**config.mk**
```make
export PLATFORM = sky130hd
export DESIGN_NAME = cpu8_decode
export DESIGN_NICKNAME = d
export VERILOG_FILES = /design/src/hw/rtl/cpu8_pkg.sv /design/src/hw/rtl/cpu8_decode.sv
export SDC_FILE = /design/constraint.sdc
export NUM_CORES = 1
export LEC_CHECK = 0
export BUFFER_PORTS_ARGS = -buffer_cell sky130_fd_sc_hd__buf_2
export CAP_MARGIN = 0
export CORE_MARGIN = 5
export CORE_UTILIZATION = 40
export DETAILED_ROUTE_END_ITERATION = 8
export GPL_ROUTABILITY_DRIVEN = 0
export PLACE_DENSITY = 0.87
export SYNTH_ARGS = -nofsm -noshare
export SYNTH_HDL_FRONTEND = slang
export SYNTH_SLANG_ARGS = --single-unit
```
**constraint.sdc**
```tcl
create_clock -name vclk -period 2.8
set_input_delay 0.14 -clock vclk [all_inputs]
set_output_delay 0.14 -clock vclk [all_outputs]
set_load 0.02 [all_outputs]
```
**src/hw/rtl/cpu8_pkg.sv**
```systemverilog
package cpu8_pkg;

    localparam int MEM_BYTES = 65536;
    localparam int MEM_AW    = $clog2(MEM_BYTES);
    localparam int QDEPTH    = 2;

    typedef enum logic [1:0] {
        OP_EXEC = 2'd0,
        OP_POKE = 2'd1,
        OP_PEEK = 2'd2,
        OP_NONE = 2'd3
    } op_t;

    typedef enum logic [3:0] {
        AM_IMP, AM_IMM, AM_ZP, AM_ZPX, AM_ZPY, AM_ABS, AM_ABSX, AM_ABSY, AM_INDX, AM_INDY
    } mode_t;

    typedef enum logic [4:0] {
        K_ORA, K_AND, K_EOR, K_ADC, K_STA, K_LDA, K_CMP, K_SBC,
        K_ASL, K_ROL, K_LSR, K_ROR, K_STX, K_LDX, K_DEC, K_INC,
        K_BIT, K_STY, K_LDY, K_CPY, K_CPX,
        K_INX, K_INY, K_DEX, K_DEY, K_TAX, K_TAY, K_TXA, K_TYA,
        K_POKE, K_PEEK, K_BAD
    } kind_t;

    // one classified item as it sits in the queue
    typedef struct packed {
        kind_t       kind;
        mode_t       mode;
        logic [15:0] operand;
        logic [7:0]  poke_data;
    } cmd_t;

    function automatic mode_t group_one_mode(input logic [2:0] bbb);
        mode_t m;
        m = AM_IMP;
        unique case (bbb)
            3'd0: m = AM_INDX;
            3'd1: m = AM_ZP;
            3'd2: m = AM_IMM;
            3'd3: m = AM_ABS;
            3'd4: m = AM_INDY;
            3'd5: m = AM_ZPX;
            3'd6: m = AM_ABSY;
            3'd7: m = AM_ABSX;
        endcase
        return m;
    endfunction

endpackage

```
**src/hw/rtl/cpu8_decode.sv**
```systemverilog
module cpu8_decode
    import cpu8_pkg::*;
(
    input  logic [1:0]  op,
    input  logic [7:0]  opcode,
    input  logic [15:0] operand,
    input  logic [7:0]  poke_data,
    output cmd_t        cmd
);

    logic [2:0] aaa;
    logic [2:0] bbb;
    logic [1:0] cc;
    kind_t      kind;
    mode_t      mode;
    logic       ok;

    assign aaa = opcode[7:5];
    assign bbb = opcode[4:2];
    assign cc  = opcode[1:0];

    always_comb
    begin
        kind = K_BAD;
        mode = AM_IMP;
        ok   = 1'b0;
        unique case (opcode)
            8'h0A: begin kind = K_ASL; ok = 1'b1; end
            8'h2A: begin kind = K_ROL; ok = 1'b1; end
            8'h4A: begin kind = K_LSR; ok = 1'b1; end
            8'h6A: begin kind = K_ROR; ok = 1'b1; end
            8'hE8: begin kind = K_INX; ok = 1'b1; end
            8'hC8: begin kind = K_INY; ok = 1'b1; end
            8'hCA: begin kind = K_DEX; ok = 1'b1; end
            8'h88: begin kind = K_DEY; ok = 1'b1; end
            8'hAA: begin kind = K_TAX; ok = 1'b1; end
            8'hA8: begin kind = K_TAY; ok = 1'b1; end
            8'h8A: begin kind = K_TXA; ok = 1'b1; end
            8'h98: begin kind = K_TYA; ok = 1'b1; end
            default:
            begin
                if (cc == 2'd1)
                begin
                    kind = kind_t'({2'b00, aaa});
                    mode = group_one_mode(bbb);
                    ok   = (opcode != 8'h89);
                end
                else if (cc == 2'd2)
                begin
                    kind = kind_t'(5'd8 + {2'b00, aaa});
                    unique case (bbb)
                        3'd0: begin mode = AM_IMM; ok = (aaa == 3'd5); end
                        3'd1: begin mode = AM_ZP; ok = 1'b1; end
                        3'd3: begin mode = AM_ABS; ok = 1'b1; end
                        3'd5:
                        begin
                            mode = (aaa == 3'd4 || aaa == 3'd5) ? AM_ZPY : AM_ZPX;
                            ok   = 1'b1;
                        end
                        3'd7:
                        begin
                            mode = (aaa == 3'd5) ? AM_ABSY : AM_ABSX;
                            ok   = (aaa != 3'd4);
                        end
                        default: ok = 1'b0;
                    endcase
                end
                else if (cc == 2'd0 && aaa != 3'd0 && aaa != 3'd2 && aaa != 3'd3)
                begin
                    kind = (aaa == 3'd1) ? K_BIT : kind_t'(5'd13 + {2'b00, aaa});
                    unique case (bbb)
                        3'd0: begin mode = AM_IMM; ok = (aaa >= 3'd5); end
                        3'd1: begin mode = AM_ZP; ok = 1'b1; end
                        3'd3: begin mode = AM_ABS; ok = 1'b1; end
                        3'd5: begin mode = AM_ZPX; ok = (aaa == 3'd4 || aaa == 3'd5); end
                        3'd7: begin mode = AM_ABSX; ok = (aaa == 3'd5); end
                        default: ok = 1'b0;
                    endcase
                end
            end
        endcase
    end

    always_comb
    begin
        cmd.operand   = operand;
        cmd.poke_data = poke_data;
        cmd.mode      = AM_IMP;
        unique case (op_t'(op))
            OP_EXEC:
            begin
                cmd.kind = ok ? kind : K_BAD;
                cmd.mode = ok ? mode : AM_IMP;
            end
            OP_POKE: cmd.kind = K_POKE;
            OP_PEEK: cmd.kind = K_PEEK;
            default: cmd.kind = K_BAD;
        endcase
    end

endmodule

```
==> flow_summary.yaml, run 1 <==
setup_path:
  required_ns: 2.66
  critPathKind: "in -> out"
  crit_path_start: "opcode[7]"
  crit_path_start_kind: "input port"
  end_kind: "output pin"
  critPathMaxFanout: 15
  cp_data_arrival_time_ns: 2.16
cells_and_area:
  clkbuf_count: 0
  mostFrequentLayoutCells: "buf_2 (19), nor2_1 (16), a21oi_1 (10)"
  final_common_cell: "buf_2"
  drive_gt1_frac: 0.194
  n_antenna_cell: 0
  syn_to_final_growth_pct: -10.3
  final_nets: 179
  seq_cells: 0
  seqCellArea_um2: 0
outcome:
  status: "finished, final reports clean"
cts:
  post-cts-setup-buffer-count: 0
  cts_hold_buf: 0
  cts_resized: 0
global_route:
  grt_first_pass_wirelength_mm: 3.82
  grt_antenna_before_repair: 0
  grt_max_degree: 19
  track_usage: 0.126
  overflow: 0
  grt_pass1_vias: 835
power_and_ir_drop:
  p_leak_nw: 0.373
  peakVddDrop_v: 0.0000646
  power_density_nw_per_um2: 164
  p_total_uw: 153
drt:
  remaining_drc_errors: 0
  vias: 1042
  ant_nets: 0
  firstDrtPassIters: 4
  wl_met1_mm: 1.03
  routed_wl_mm: 2.43
  highest_layer: "met3"
  wire_per_inst_um: 14.4
  routed-wl-met2_mm: 1.19
  drtIter0Drc: 46
  wl_met3_um: 209
  vias_per_cell: 6.17
synth:
  yosysWarnings: 0
  synthTopCellsByArea: "buf_4 (19%), nor2_1 (5.8%), a21oi_1 (4.8%)"
  synth_top_area_share: 0.187
  ys_types: 51
  syn_area_per_cell_um2: 6.72
  synthCells: 155
  yosys.area.top_type: "buf_4"
  synth_nets: 193
  synth.cell_area_um2: 1040
  ys_seq_area_frac: 0
timing:
  finalMaxSlewViolations: 0
  fin_crit_ns: 2.30
  hold_violations: 0
  finalSetupViolCount: 0
  tns_ns: 0
  fin_crit_sh: 0.821
  slew_headroom: 0.694
  rsz0062_at_grt: "no"
  worst_hold_slack_ns: 0.280
  tightestPinTransition_ns: 0.455
  max_freq_mhz: 435
run:
  maxCapViolCount: 0
die:
  num_rows: 18
  fp.dieW_um: 61.0
  num_io_pins: 67
  die_h_um: 61.0
  start_util: 0.421
  core_area_um2: 2480
  dieArea_um2: 3730
place:
  dp_hpwl_mm: 1.84
  portBuffers: 19
min_path:
  min-delay-start: "operand[2]"
  hp-class: "in -> out"
## worst max-delay path, cell delays in order
cell	delay [ns]
buf_2	0.23
inv_1	0.13
ha_1	0.23
o21bai_1	0.17
a21o_1	0.24
o32ai_4	0.29
a21oi_4	0.08
o21bai_1	0.16
a221o_1	0.31
buf_2	0.16
## metal layers
| layer | track usage | up-vias |
|---|---|---|
| li1 | - | 515 |
| met1 | 0.165 | 485 |
| met2 | 0.218 | 42 |
| met3 | 0.0252 | 0 |
| met4 | 0.0186 | 0 |
| met5 | 0 | - |
## final timing paths
kind,to,slack (ns),cells past startpoint
max,cmd[29],0.50,10
min,cmd[10],0.28,0
## cell families (layout without fill, tap and decap cells)
group / Yosys count / in the layout / share of synthesized area
xor gates and xnor gates: 2 / 2 / 0.0168
muxes: 1 / 1 / 0.00960
buffers and inverters: 43 / 27 / 0.259
adders and majority gates: 4 / 4 / 0.0480
AOI/OAI and AO/OA: 56 / 56 / 0.409
and+or+nand+nor: 49 / 49 / 0.257
## final cells by class
cell class / instances / area, µm²
fill: 276 / 1540
timing repair buffer: 19 / 95.1
inverter: 8 / 30.0
tap: 30 / 37.5
multi-input combinational: 112 / 772
## power breakdown
group          internal (mW)  switching (mW)  total [mW]  leakage, nW
Clock                      0               0           0            0
Combinational         0.0554          0.0980       0.153        0.373
Sequential                 0               0           0            0
## cell usage after synthesis, drive strengths merged (2+ instances only)
cell / n
a32oi: 2
a21oi: 11
nand3b: 2
xnor2: 2
a22oi: 2
nor2: 17
nand2: 8
ha: 4
o211ai: 2
a31oi: 3
o22ai: 3
nand2b: 7
o21ai: 11
nor4b: 2
buf: 30
nor3: 4
nor2b: 3
o21a: 2
clkbuf: 5
inv: 8
o21bai: 3
## through the flow
step                       util  cell area [µm²]  instances  setup slack [ns]
final                     0.377              935        169             0.500
after global routing      0.377              935        169             0.250
after CTS                 0.377              935        169             0.509
after detailed placement  0.377              935        169             0.515
after global placement    0.377              935        169             0.530
after floorplan               -             1040        155             0.538
Power figures use the tool's default switching activity.
==> run 2, diff against run 1 <==
clock period = 2.2 ns   (was 2.8 ns; I/O delays follow)
==> run 2 against run 1 <==
Setup slack got worse by 0.40 ns; design area rose by 6.8%; worst hold slack got worse by 0.060 ns; first-iteration DRC count rose by 59%; count of clock-buffer cells in the layout did not move; largest cell class unchanged; sequential cell count did not move; sequential share of layout area did not move.
==> flow_summary.yaml, run 2 (same netlist as run 1, synthesis figures left out) <==
outcome:
  status: "finished, final reports clean"
timing:
  fin_crit_sh: 0.953
  finalMaxSlewViolations: 0
  setup_ws_ns: 0.103
  max_freq_mhz: 477
  fin_crit_ns: 2.10
  slew_headroom: 0.743
  tightestPinTransition_ns: 0.385
  hold_violations: 0
  finalSetupViolCount: 0
setup_path:
  slowest_delay_ns: 0.31
  crit_path_start: "opcode[6]"
  critPathKind: "in -> out"
  cp_top_family: "compound AO/OA/AOI/OAI gates"
  required_ns: 2.09
  crit_buf_inv: 3
  slowest_stage: "a221o_1"
  end_kind: "output pin"
  cp_data_arrival_time_ns: 1.99
  crit_path_start_kind: "input port"
  crit_path_cell_trace: "buf_2 -> nand2_1 -> inv_1 -> ha_1 -> o21bai_1 -> a21o_1 -> o32ai_4 -> a21oi_4 -> o21bai_1 -> a221o_1 -> buf_2"
  critPathMaxFanout: 4
drt:
  wire_per_inst_um: 14.6
  remaining_drc_errors: 0
  ant_nets: 0
  vias_per_cell: 6.01
  routed_wl_mm: 2.58
  drtIter0Drc: 73
  firstDrtPassIters: 4
  vias: 1057
global_route:
  grt_antenna_before_repair: 0
  grt_pass1_vias: 918
  track_usage: 0.136
  overflow: 0
  grt_first_pass_wirelength_mm: 4.13
  grt_max_degree: 19
cells_and_area:
  seq_cells: 0
  n_antenna_cell: 0
  final_common_cell: "buf_2"
  mostFrequentLayoutCells: "buf_2 (19), nor2_1 (15), a21oi_1 (10)"
  final_nets: 186
  fill_cells: 265
  clkbuf_count: 0
  syn_to_final_growth_pct: -4.20
  stdcell_area_um2: 998
  seqCellArea_um2: 0
  drive_gt1_frac: 0.240
  multi_input_area_um2: 783
power_and_ir_drop:
  power_density_nw_per_um2: 210
  swShare: 0.616
  p_clk_frac: 0
  p_int_uw: 80.6
  peakVddDrop_v: 0.0000931
  switchingPower_uw: 129
  pwr-share-seq: 0
  combPwrFrac: 1.000
  p_leak_nw: 0.411
die:
  dieArea_um2: 3730
  die_h_um: 61.0
  core_area_um2: 2480
  num_io_pins: 67
  num_rows: 18
  start_util: 0.421
  fp.dieW_um: 61.0
run:
  maxCapViolCount: 0
place:
  placed_area_um2: 996
  post-place-ws_ns: 0.112
  portBuffers: 19
  dp_hpwl_mm: 1.99
cts:
  post-cts-setup-buffer-count: 0
min_path:
  hp-class: "in -> out"
  min-delay-start: "operand[4]"
==> run 2: repair_timing <==
| action | CTS | global route |
|---|---|---|
| resized for setup | 0 | 1 |
| hold buffers | 0 | 0 |
| setup endpoints to repair | 0 | 1 |
| endpoints found under the hold margin | 0 | 0 |
==> run 2: final timing paths <==
kind	end	slack (ns)	depth (start not counted)
worst max-delay path	cmd[29]	0.10	11
worst min-delay path	cmd[12]	0.22	0
==> run 2: routing by layer <==
layer / wire length (µm) / up-vias / global-route usage
met5: 0 / - / 0
met4: 21 / 0 / 0.0279
met1: 1140 / 486 / 0.197
li1: - / 524 / -
met3: 177 / 4 / 0.0210
met2: 1230 / 43 / 0.213
==> run 2: layout make-up <==
class,instances,share of cell area
inverter,8,0.0301
timing repair buffer,26,0.148
tap,30,0.0376
multi-input combinational,112,0.784
==> run 2: power groups by stage <==
stage	sequential [mW]	combinational [mW]	clock, mW
global route	0	0.229	0
CTS	0	0.207	0
finish	0	0.210	0
floorplan	0	0.216	0
global placement	0	0.203	0
detailed placement	0	0.206	0
==> run 2: stage by stage <==
step / util / instances / hold slack, ns / power (mW) / setup TNS [ns]
after detailed placement: 0.402 / 176 / 0.220 / 0.206 / 0
after global placement: 0.402 / 176 / 0.220 / 0.203 / 0
after floorplan: - / 155 / 0.333 / 0.216 / 0
final: 0.403 / 176 / 0.220 / 0.210 / 0
after CTS: 0.402 / 176 / 0.220 / 0.207 / 0
after global routing: 0.403 / 176 / 0.220 / 0.229 / -0.00111
