--- src/hw/rtl/cpu8_pkg.sv ---
package cpu8_pkg;

    localparam int MEM_BYTES = 65536;
    localparam int MEM_AW    = $clog2(MEM_BYTES);
    localparam int QDEPTH    = 2;

    typedef enum logic [1:0] {
        OP_EXEC = 2'd0,
        OP_POKE = 2'd1,
        OP_PEEK = 2'd2,
        OP_NONE = 2'd3
    } op_t;

    typedef enum logic [3:0] {
        AM_IMP, AM_IMM, AM_ZP, AM_ZPX, AM_ZPY, AM_ABS, AM_ABSX, AM_ABSY, AM_INDX, AM_INDY
    } mode_t;

    typedef enum logic [4:0] {
        K_ORA, K_AND, K_EOR, K_ADC, K_STA, K_LDA, K_CMP, K_SBC,
        K_ASL, K_ROL, K_LSR, K_ROR, K_STX, K_LDX, K_DEC, K_INC,
        K_BIT, K_STY, K_LDY, K_CPY, K_CPX,
        K_INX, K_INY, K_DEX, K_DEY, K_TAX, K_TAY, K_TXA, K_TYA,
        K_POKE, K_PEEK, K_BAD
    } kind_t;

    // one classified item as it sits in the queue
    typedef struct packed {
        kind_t       kind;
        mode_t       mode;
        logic [15:0] operand;
        logic [7:0]  poke_data;
    } cmd_t;

    function automatic mode_t group_one_mode(input logic [2:0] bbb);
        mode_t m;
        m = AM_IMP;
        unique case (bbb)
            3'd0: m = AM_INDX;
            3'd1: m = AM_ZP;
            3'd2: m = AM_IMM;
            3'd3: m = AM_ABS;
            3'd4: m = AM_INDY;
            3'd5: m = AM_ZPX;
            3'd6: m = AM_ABSY;
            3'd7: m = AM_ABSX;
        endcase
        return m;
    endfunction

endpackage

--- src/hw/rtl/cpu8_queue.sv ---
module cpu8_queue
    import cpu8_pkg::*;
(
    input  logic clk,
    input  logic rst_n,
    input  logic push,
    input  cmd_t push_data,
    output logic full,
    input  logic pop,
    output cmd_t head,
    output logic empty
);

    localparam int PW = $clog2(QDEPTH);

    cmd_t          slot_reg [QDEPTH];
    logic [PW-1:0] wp_reg;
    logic [PW-1:0] rp_reg;
    logic [PW:0]   cnt_reg;

    assign full  = (cnt_reg == (PW+1)'(QDEPTH));
    assign empty = (cnt_reg == '0);
    assign head  = slot_reg[rp_reg];

    always_ff @(posedge clk)
    begin
        if (push)
        begin
            slot_reg[wp_reg] <= push_data;
        end
    end

    always_ff @(posedge clk or negedge rst_n)
    begin
        if (!rst_n)
        begin
            wp_reg  <= '0;
            rp_reg  <= '0;
            cnt_reg <= '0;
        end
        else
        begin
            if (push)
            begin
                wp_reg <= wp_reg + 1'b1;
            end
            if (pop)
            begin
                rp_reg <= rp_reg + 1'b1;
            end
            cnt_reg <= cnt_reg + (PW+1)'(push) - (PW+1)'(pop);
        end
    end

endmodule

--- config.mk ---
export PLATFORM = sky130hd
export DESIGN_NAME = cpu8_queue
export DESIGN_NICKNAME = d
export VERILOG_FILES = /design/src/hw/rtl/cpu8_pkg.sv /design/src/hw/rtl/cpu8_queue.sv
export SDC_FILE = /design/constraint.sdc
export NUM_CORES = 1
export LEC_CHECK = 0
export BUFFER_PORTS_ARGS = -buffer_cell sky130_fd_sc_hd__buf_4
export CORE_MARGIN = 3
export CORE_UTILIZATION = 40
export CTS_BUF_LIST = sky130_fd_sc_hd__clkbuf_8 sky130_fd_sc_hd__clkbuf_16
export CTS_CLUSTER_SIZE = 30
export DETAILED_ROUTE_END_ITERATION = 8
export GPL_ROUTABILITY_DRIVEN = 0
export PLACE_DENSITY = 0.74
export RECOVER_POWER = 100
export SLEW_MARGIN = 20
export SYNTH_ARGS = -nofsm -noshare
export SYNTH_HDL_FRONTEND = slang
export SYNTH_SLANG_ARGS = --single-unit
export TNS_END_PERCENT = 5
--- constraint.sdc ---
create_clock -name clk -period 6.65 [get_ports clk]
set_clock_uncertainty 0.05 [all_clocks]
set_input_delay 1.6625 -clock clk [delete_from_list [all_inputs] [get_ports clk]]
set_output_delay 1.6625 -clock clk [all_outputs]
set_load 0.02 [all_outputs]
==> summary.txt, run 1 <==
Critical path cell sequence: clkbuf_1 -> nor2b_1
H-tree lvl count: 3
Failing checks: max-capacitance violations, max-slew violations
Register bit count reported by yosys: 70
Post_cts resized: 0
Height of the die: 88.6 µm
EDFF count, synth: 66
Worst Max-Slew Pin Slew: 2930 ps
Synthesized instance count: 118
Accumulated negative setup slack: 0 ps
Max capacitance violation total: 2
Ratio of cells with drive above 1 in the final layout: 34.7%
Clock tree from TritonCTS: yes
CTS Buffer Depth: 2
Critical Path End Type: flip-flop
Main synth FF type: edfxtp_1
Grt total ovfl: 0
Buffers and inverters on the worst path: 1
Port buffer count: 71
Final setup violating endpoints: 0
Number of buffers created by CTS: 9
DR vias: 1,298
Count of pins over their slew limit: 68
Post-synthesis average cell area: 23.1 µm²
Full die area: 7850 µm²
Static leakage: 1.22 nW
Overall track demand over capacity in global routing: 11.7%
Clock sink count: 70
Detailed Route Iter0 Violations: 72
Arrival time worst endpoint: 4030 ps
Placed Instances: 263
Skew-Pair Late Insertion Delay: 330 ps
Core area: 6490 µm²
Number of synthesis warnings: 0
Wire length per cell: 16.0 µm
# Post-CTS Setup Buffers: 0
Total power consumption of the routed design: 0.00143 W
CTS hold repair buffers: 0
Share of async-settable or async-resettable flops after synthesis: 5.71%
Post-synthesis net count: 157
Maximum number of pins on one net before global-route repair: 35
Final Cycle Share: 63.1%
Vias in the first global route: 1,337
Antenna violations before repair: 0
Number of nets at the end of the flow: 236
Finished Core Util: 51.0%
Via density: 4.65
Met3 Use GR: 3.26%
# diodes: 0
Type of origin of the critical path: input pin
Clk slew on worst S/H paths: 80 ps
Most crowded layer after global routing: met2
Critical path data required time: 6480 ps
Slowest-stage cell, CP: nor2b_1
First-pass GRT wire length: 6470 µm
Sequential cell area fraction in the yosys report: 76.3%
Result of the run: finished, violations left
Cell with the most instances after synthesis: edfxtp_1
Master cell of the clock root buffer: clkbuf_8
Normalized max-slew margin: -95.8%
First-pass detailed-route iteration total: 4
Largest cells by area after synthesis: edfxtp_1 (73%), mux2_4 (16%), dfrtp_1 (3.7%)
Cell Pwr Density: 431 nW/µm²
Final Critical Period: 4200 ps
Highest clock frequency the design can meet: 238 MHz
Min-delay worst type: flip-flop to flip-flop
Area share of the leading cell type in the synthesized netlist: 72.6%
Number of design rule violations left after detail routing: 0
Final wirelength: 4450 µm
Area Overhead vs Synth: 21.4%
Crit-path leading delay family: simple AND/OR/NAND/NOR gates
Met1 usage: 13.0%
Worst IR drop on VDD: 0.216 mV
Unrepaired setup endpoints after global routing: false
Maximum fanout count along the critical path: 33
Starting density of the core: 42.0%
Antenna Violating Nets Remaining: 0
Final std cells w/o fill: 279
Horizontal die dimension: 88.6 µm
Row count: 29
Hold Vio Cnt, Final: 0
Boundary pin count: 72
Most used standard cells in the synthesized netlist: edfxtp_1 (66), mux2_4 (29), dfrtp_1 (4), mux2_2 (4), buf_12 (3)
Estimated wirelength of the detail-placed design: 2920 µm
Top cell type by total area after synthesis: edfxtp_1
Routing usage on met2: 19.7%
Max reg flops: 66
Distinct cell type count of the synthesized netlist: 13
CP Class: input pin to flip-flop
Stage delay of the slowest cell on the critical path: 2190 ps
Netlist Area Pre-Place: 2730 µm²
layout by cell type (no fill, tap or decap):
cell type / Yosys / layout
and2_0: 0 / 1
buf_4: 0 / 30
bufinv_16: 0 / 1
clkbuf_1: 0 / 22
clkbuf_4: 0 / 20
clkbuf_8: 0 / 9
clkinv_4: 0 / 3
clkinvlp_4: 0 / 1
dfrtp_1: 4 / 4
edfxtp_1: 66 / 66
ha_1: 2 / 2
inv_1: 2 / 2
inv_6: 0 / 2
mux2_1: 0 / 29
mux2_2: 4 / 3
mux2_4: 29 / 1
nor2_1: 1 / 1
nor2b_1: 2 / 2
xor2_1: 2 / 2
xor3_1: 1 / 1
area by class of cell:
type | instances | area [µm²]
inverter | 2 | 7.51
tap | 77 | 96.3
fill | 572 | 3180
clock inverter | 7 | 81.3
clock buffer | 9 | 124
sequential | 70 | 2080
multi-input combinational | 42 | 464
timing repair buffer | 72 | 458
path summary, 6_finish.rpt:
check                           slack (ps)                        end  depth (start not counted)                from
worst max-delay path                  2450  slot_reg[0][29]$_DFFE_PP_                          2                push
worst min-delay path                   440         wp_reg$_DFFE_PN0P_                          1  wp_reg$_DFFE_PN0P_
worst max register to register        3570  slot_reg[0][29]$_DFFE_PP_                          1  wp_reg$_DFFE_PN0P_
worst min register to register         440         wp_reg$_DFFE_PN0P_                          1  wp_reg$_DFFE_PN0P_
max in group asynchronous             5260         rp_reg$_DFFE_PN0P_                          1               rst_n
min in group asynchronous             1100         wp_reg$_DFFE_PN0P_                          1               rst_n
power breakdown:
| part | internal [W] | leakage, nW | switching (W) |
|---|---|---|---|
| sequential | 0.000592 | 0.666 | 0.0000634 |
| combinational | 0.000198 | 0.457 | 0.000236 |
| clock | 0.000177 | 0.100 | 0.000161 |
cells by family (layout without fill, tap and decap cells):
family / after synthesis / after routing / share of synthesized area (%)
AND/OR/NAND/NOR: 4 / 4 / 0.825
multiplexers: 33 / 33 / 17.6
flip-flops: 70 / 70 / 76.3
XOR/XNOR: 3 / 3 / 1.51
adder cells (fa/ha/maj): 2 / 2 / 0.916
buffers and inverters: 6 / 90 / 2.89
layer usage:
layer	wire, µm	vias to the layer above
li1	-	617
met1	1890	628
met2	2240	46
met3	266	7
met4	58	0
met5	0	-
stage by stage:
step	hold WS, ps	cell area [µm²]	setup WS (ps)
2_1_floorplan	405	2730	3020
3_5_place_dp	476	3300	3300
5_1_grt	457	3310	2170
3_3_place_gp	472	3300	3300
4_1_cts	491	3510	2910
6_report	437	3310	2450
Note: power is estimated with default switching activity, not from simulation.
==> inputs of run 2 (changes only) <==
PLACE_DENSITY = 0.77   (was 0.74)
clock period = 3.5 ns   (was 6.65 ns; I/O delays follow)
==> run 2 against run 1 <==
Compared with the run above:
- the run still ends with max-capacitance violations, max-slew violations left
- critical path depth grew 1
- largest power group unchanged
- via count down 0.54%
- critical endpoint is now head[9]
- largest cell class unchanged
- sequential power rose by 85%
==> summary.txt, run 2 (synthesis gave the netlist of run 1 again) <==
Commonest cells after routing, fill and taps aside: edfxtp_1 (66), clkbuf_4 (25), buf_4 (24)
Max reg flops: 66 (unchanged)
Min-delay worst type: input pin to async pin
Wire length per cell: 16.0 µm (+0.40%)
Worst reg2reg path startpoint: wp_reg$_DFFE_PN0P_
Count of pins over their slew limit: 68 (unchanged)
Total power consumption of the routed design: 0.00270 W (+89%)
Met2 routed wirelength: 2160 µm (-3.6%)
Wire length the detailed router placed on met1: 1930 µm (+1.9%)
Max capacitance violation total: 2 (unchanged)
Number of buffers created by CTS: 9 (unchanged)
Type of origin of the critical path: flip-flop
CTS Buffer Depth: 2 (unchanged)
Port buffer count: 71 (unchanged)
Antenna Violating Nets Remaining: 0 (unchanged)
Ratio of cells with drive above 1 in the final layout: 36.5% (+1.8 points)
Most common library cell in the layout ignoring fill and taps: edfxtp_1
Critical path cell sequence: buf_12 -> mux2_1 -> buf_4
Overall track demand over capacity in global routing: 12.1% (+0.44 points)
Via density: 4.61 (-0.89%)
Area Overhead vs Synth: 22.1%
H-tree lvl count: 3 (unchanged)
Core area: 6490 µm² (unchanged)
Fillers: 565 (-1.2%)
Clock tree from TritonCTS: yes
Worst IR drop on VDD: 0.325 mV (+50%)
Post_cts resized: 0 (unchanged)
# diodes: 0 (unchanged)
Buffers and inverters on the worst path: 2 (+1)
Estimated wirelength of the detail-placed design: 3050 µm (+4.4%)
Unrepaired setup endpoints after global routing: false
Worst setup path startpoint: rp_reg$_DFFE_PN0P_
Final Critical Period: 2860 ps
Detailed Route Iter0 Violations: 42 (-42%)
Finished Core Util: 51.3% (+0.33 points)
Number of design rule violations left after detail routing: 0 (unchanged)
Height of the die: 88.6 µm (unchanged)
Highest clock frequency the design can meet: 349 MHz
Row count: 29 (unchanged)
Number of nets at the end of the flow: 237 (+0.42%)
DR vias: 1,291 (-0.54%)
First-pass detailed-route iteration total: 4 (unchanged)
Static leakage: 1.25 nW (+2.5%)
CP Class: flip-flop to output port
# Post-CTS Setup Buffers: 0 (unchanged)
Slowest-stage cell, CP: dfrtp_1
Top layer in use: met4
Full die area: 7850 µm² (unchanged)
Starting density of the core: 42.0% (unchanged)
Critical Path End Type: output port
Master cell of the clock root buffer: clkbuf_8
Maximum number of pins on one net before global-route repair: 34 (-2.9%)
Skew-Pair Late Insertion Delay: 330 ps (about the same)
Final wirelength: 4490 µm (+0.76%)
Boundary pin count: 72 (unchanged)
Cell Pwr Density: 808 nW/µm² (+87%)
Final Cycle Share: 81.8%
Vias in the first global route: 1,348 (+0.82%)
Maximum fanout count along the critical path: 18 (-45%)
First-pass GRT wire length: 6640 µm (+2.7%)
Normalized max-slew margin: -30.1% (+66 points)
Stage delay of the slowest cell on the critical path: 820 ps (-1370 ps)
Crit-path leading delay family: flip-flops
Hold Vio Cnt, Final: 0 (unchanged)
Min Hold Slack: 321 ps (-116 ps)
Failing checks: max-capacitance violations, max-slew violations
Arrival time worst endpoint: 1940 ps (-2090 ps)
Critical path data required time: 2570 ps (-3910 ps)
Grt total ovfl: 0 (unchanged)
Antenna violations before repair: 0 (unchanged)
Result of the run: finished, violations left
Total met3 wirelength after detailed routing: 290 µm (+9.0%)
Final setup violating endpoints: 0 (unchanged)
Clk slew on worst S/H paths: 70 ps (about the same)
Horizontal die dimension: 88.6 µm (unchanged)
Accumulated negative setup slack: 0 ps (unchanged)
CTS hold repair buffers: 0 (unchanged)
Clock sink count: 70 (unchanged)
Worst Max-Slew Pin Slew: 1950 ps (-979 ps)
-- run 2: changes by cell type in the layout (fill, tap and decap cells not counted), sizes merged --
cell and change:
clkinv -2, clkbuf +6, inv +1, clkinvlp +1, buf -5
-- run 2: final timing paths --
check	end	slack, ps	cells past startpoint
worst min-delay path	cnt_reg[0]$_DFF_PN0_	320	1
worst min register to register	wp_reg$_DFFE_PN0P_	470	1
min in group clk	wp_reg$_DFFE_PN0P_	470	1
worst max-delay path	head[9]	640	3
worst max register to register	slot_reg[1][32]$_DFFE_PP_	1100	2
max in group asynchronous	rp_reg$_DFFE_PN0P_	2870	1
-- run 2: routing by layer --
layer / vias to the layer above / global-route usage (%)
met2: 47 / 19.2
met4: 0 / 8.10
met1: 614 / 13.7
li1: 621 / -
met3: 9 / 4.56
met5: - / 0
-- run 2: per-stage QoR --
| step | instance area (µm²) | setup slack, ps | cells |
|---|---|---|---|
| after detailed placement | 3320 | 1140 | 264 |
| final | 3330 | 637 | 280 |
| after global routing | 3330 | 515 | 280 |
| after floorplan | 2730 | 658 | 118 |
| after global placement | 3320 | 1140 | 264 |
| after CTS | 3510 | 769 | 280 |
-- run 2: final cells by class --
cell class	instances	area (µm²)	share of cell area [%]
Clock buffer	9	124	3.71
Clock inverter	7	61.3	1.84
Inverter	2	7.51	0.225
Multi-Input combinational cell	42	489	14.7
Sequential cell	70	2080	62.4
Tap cell	77	96.3	2.89
Timing Repair Buffer	73	474	14.2
-- run 2: power breakdown --
group	total (W)	switching (W)	internal, W
logic	0.000898	0.000498	0.000400
registers	0.00121	0.0000838	0.00112
clock network	0.000591	0.000271	0.000320
total	0.00270	0.000853	0.00184
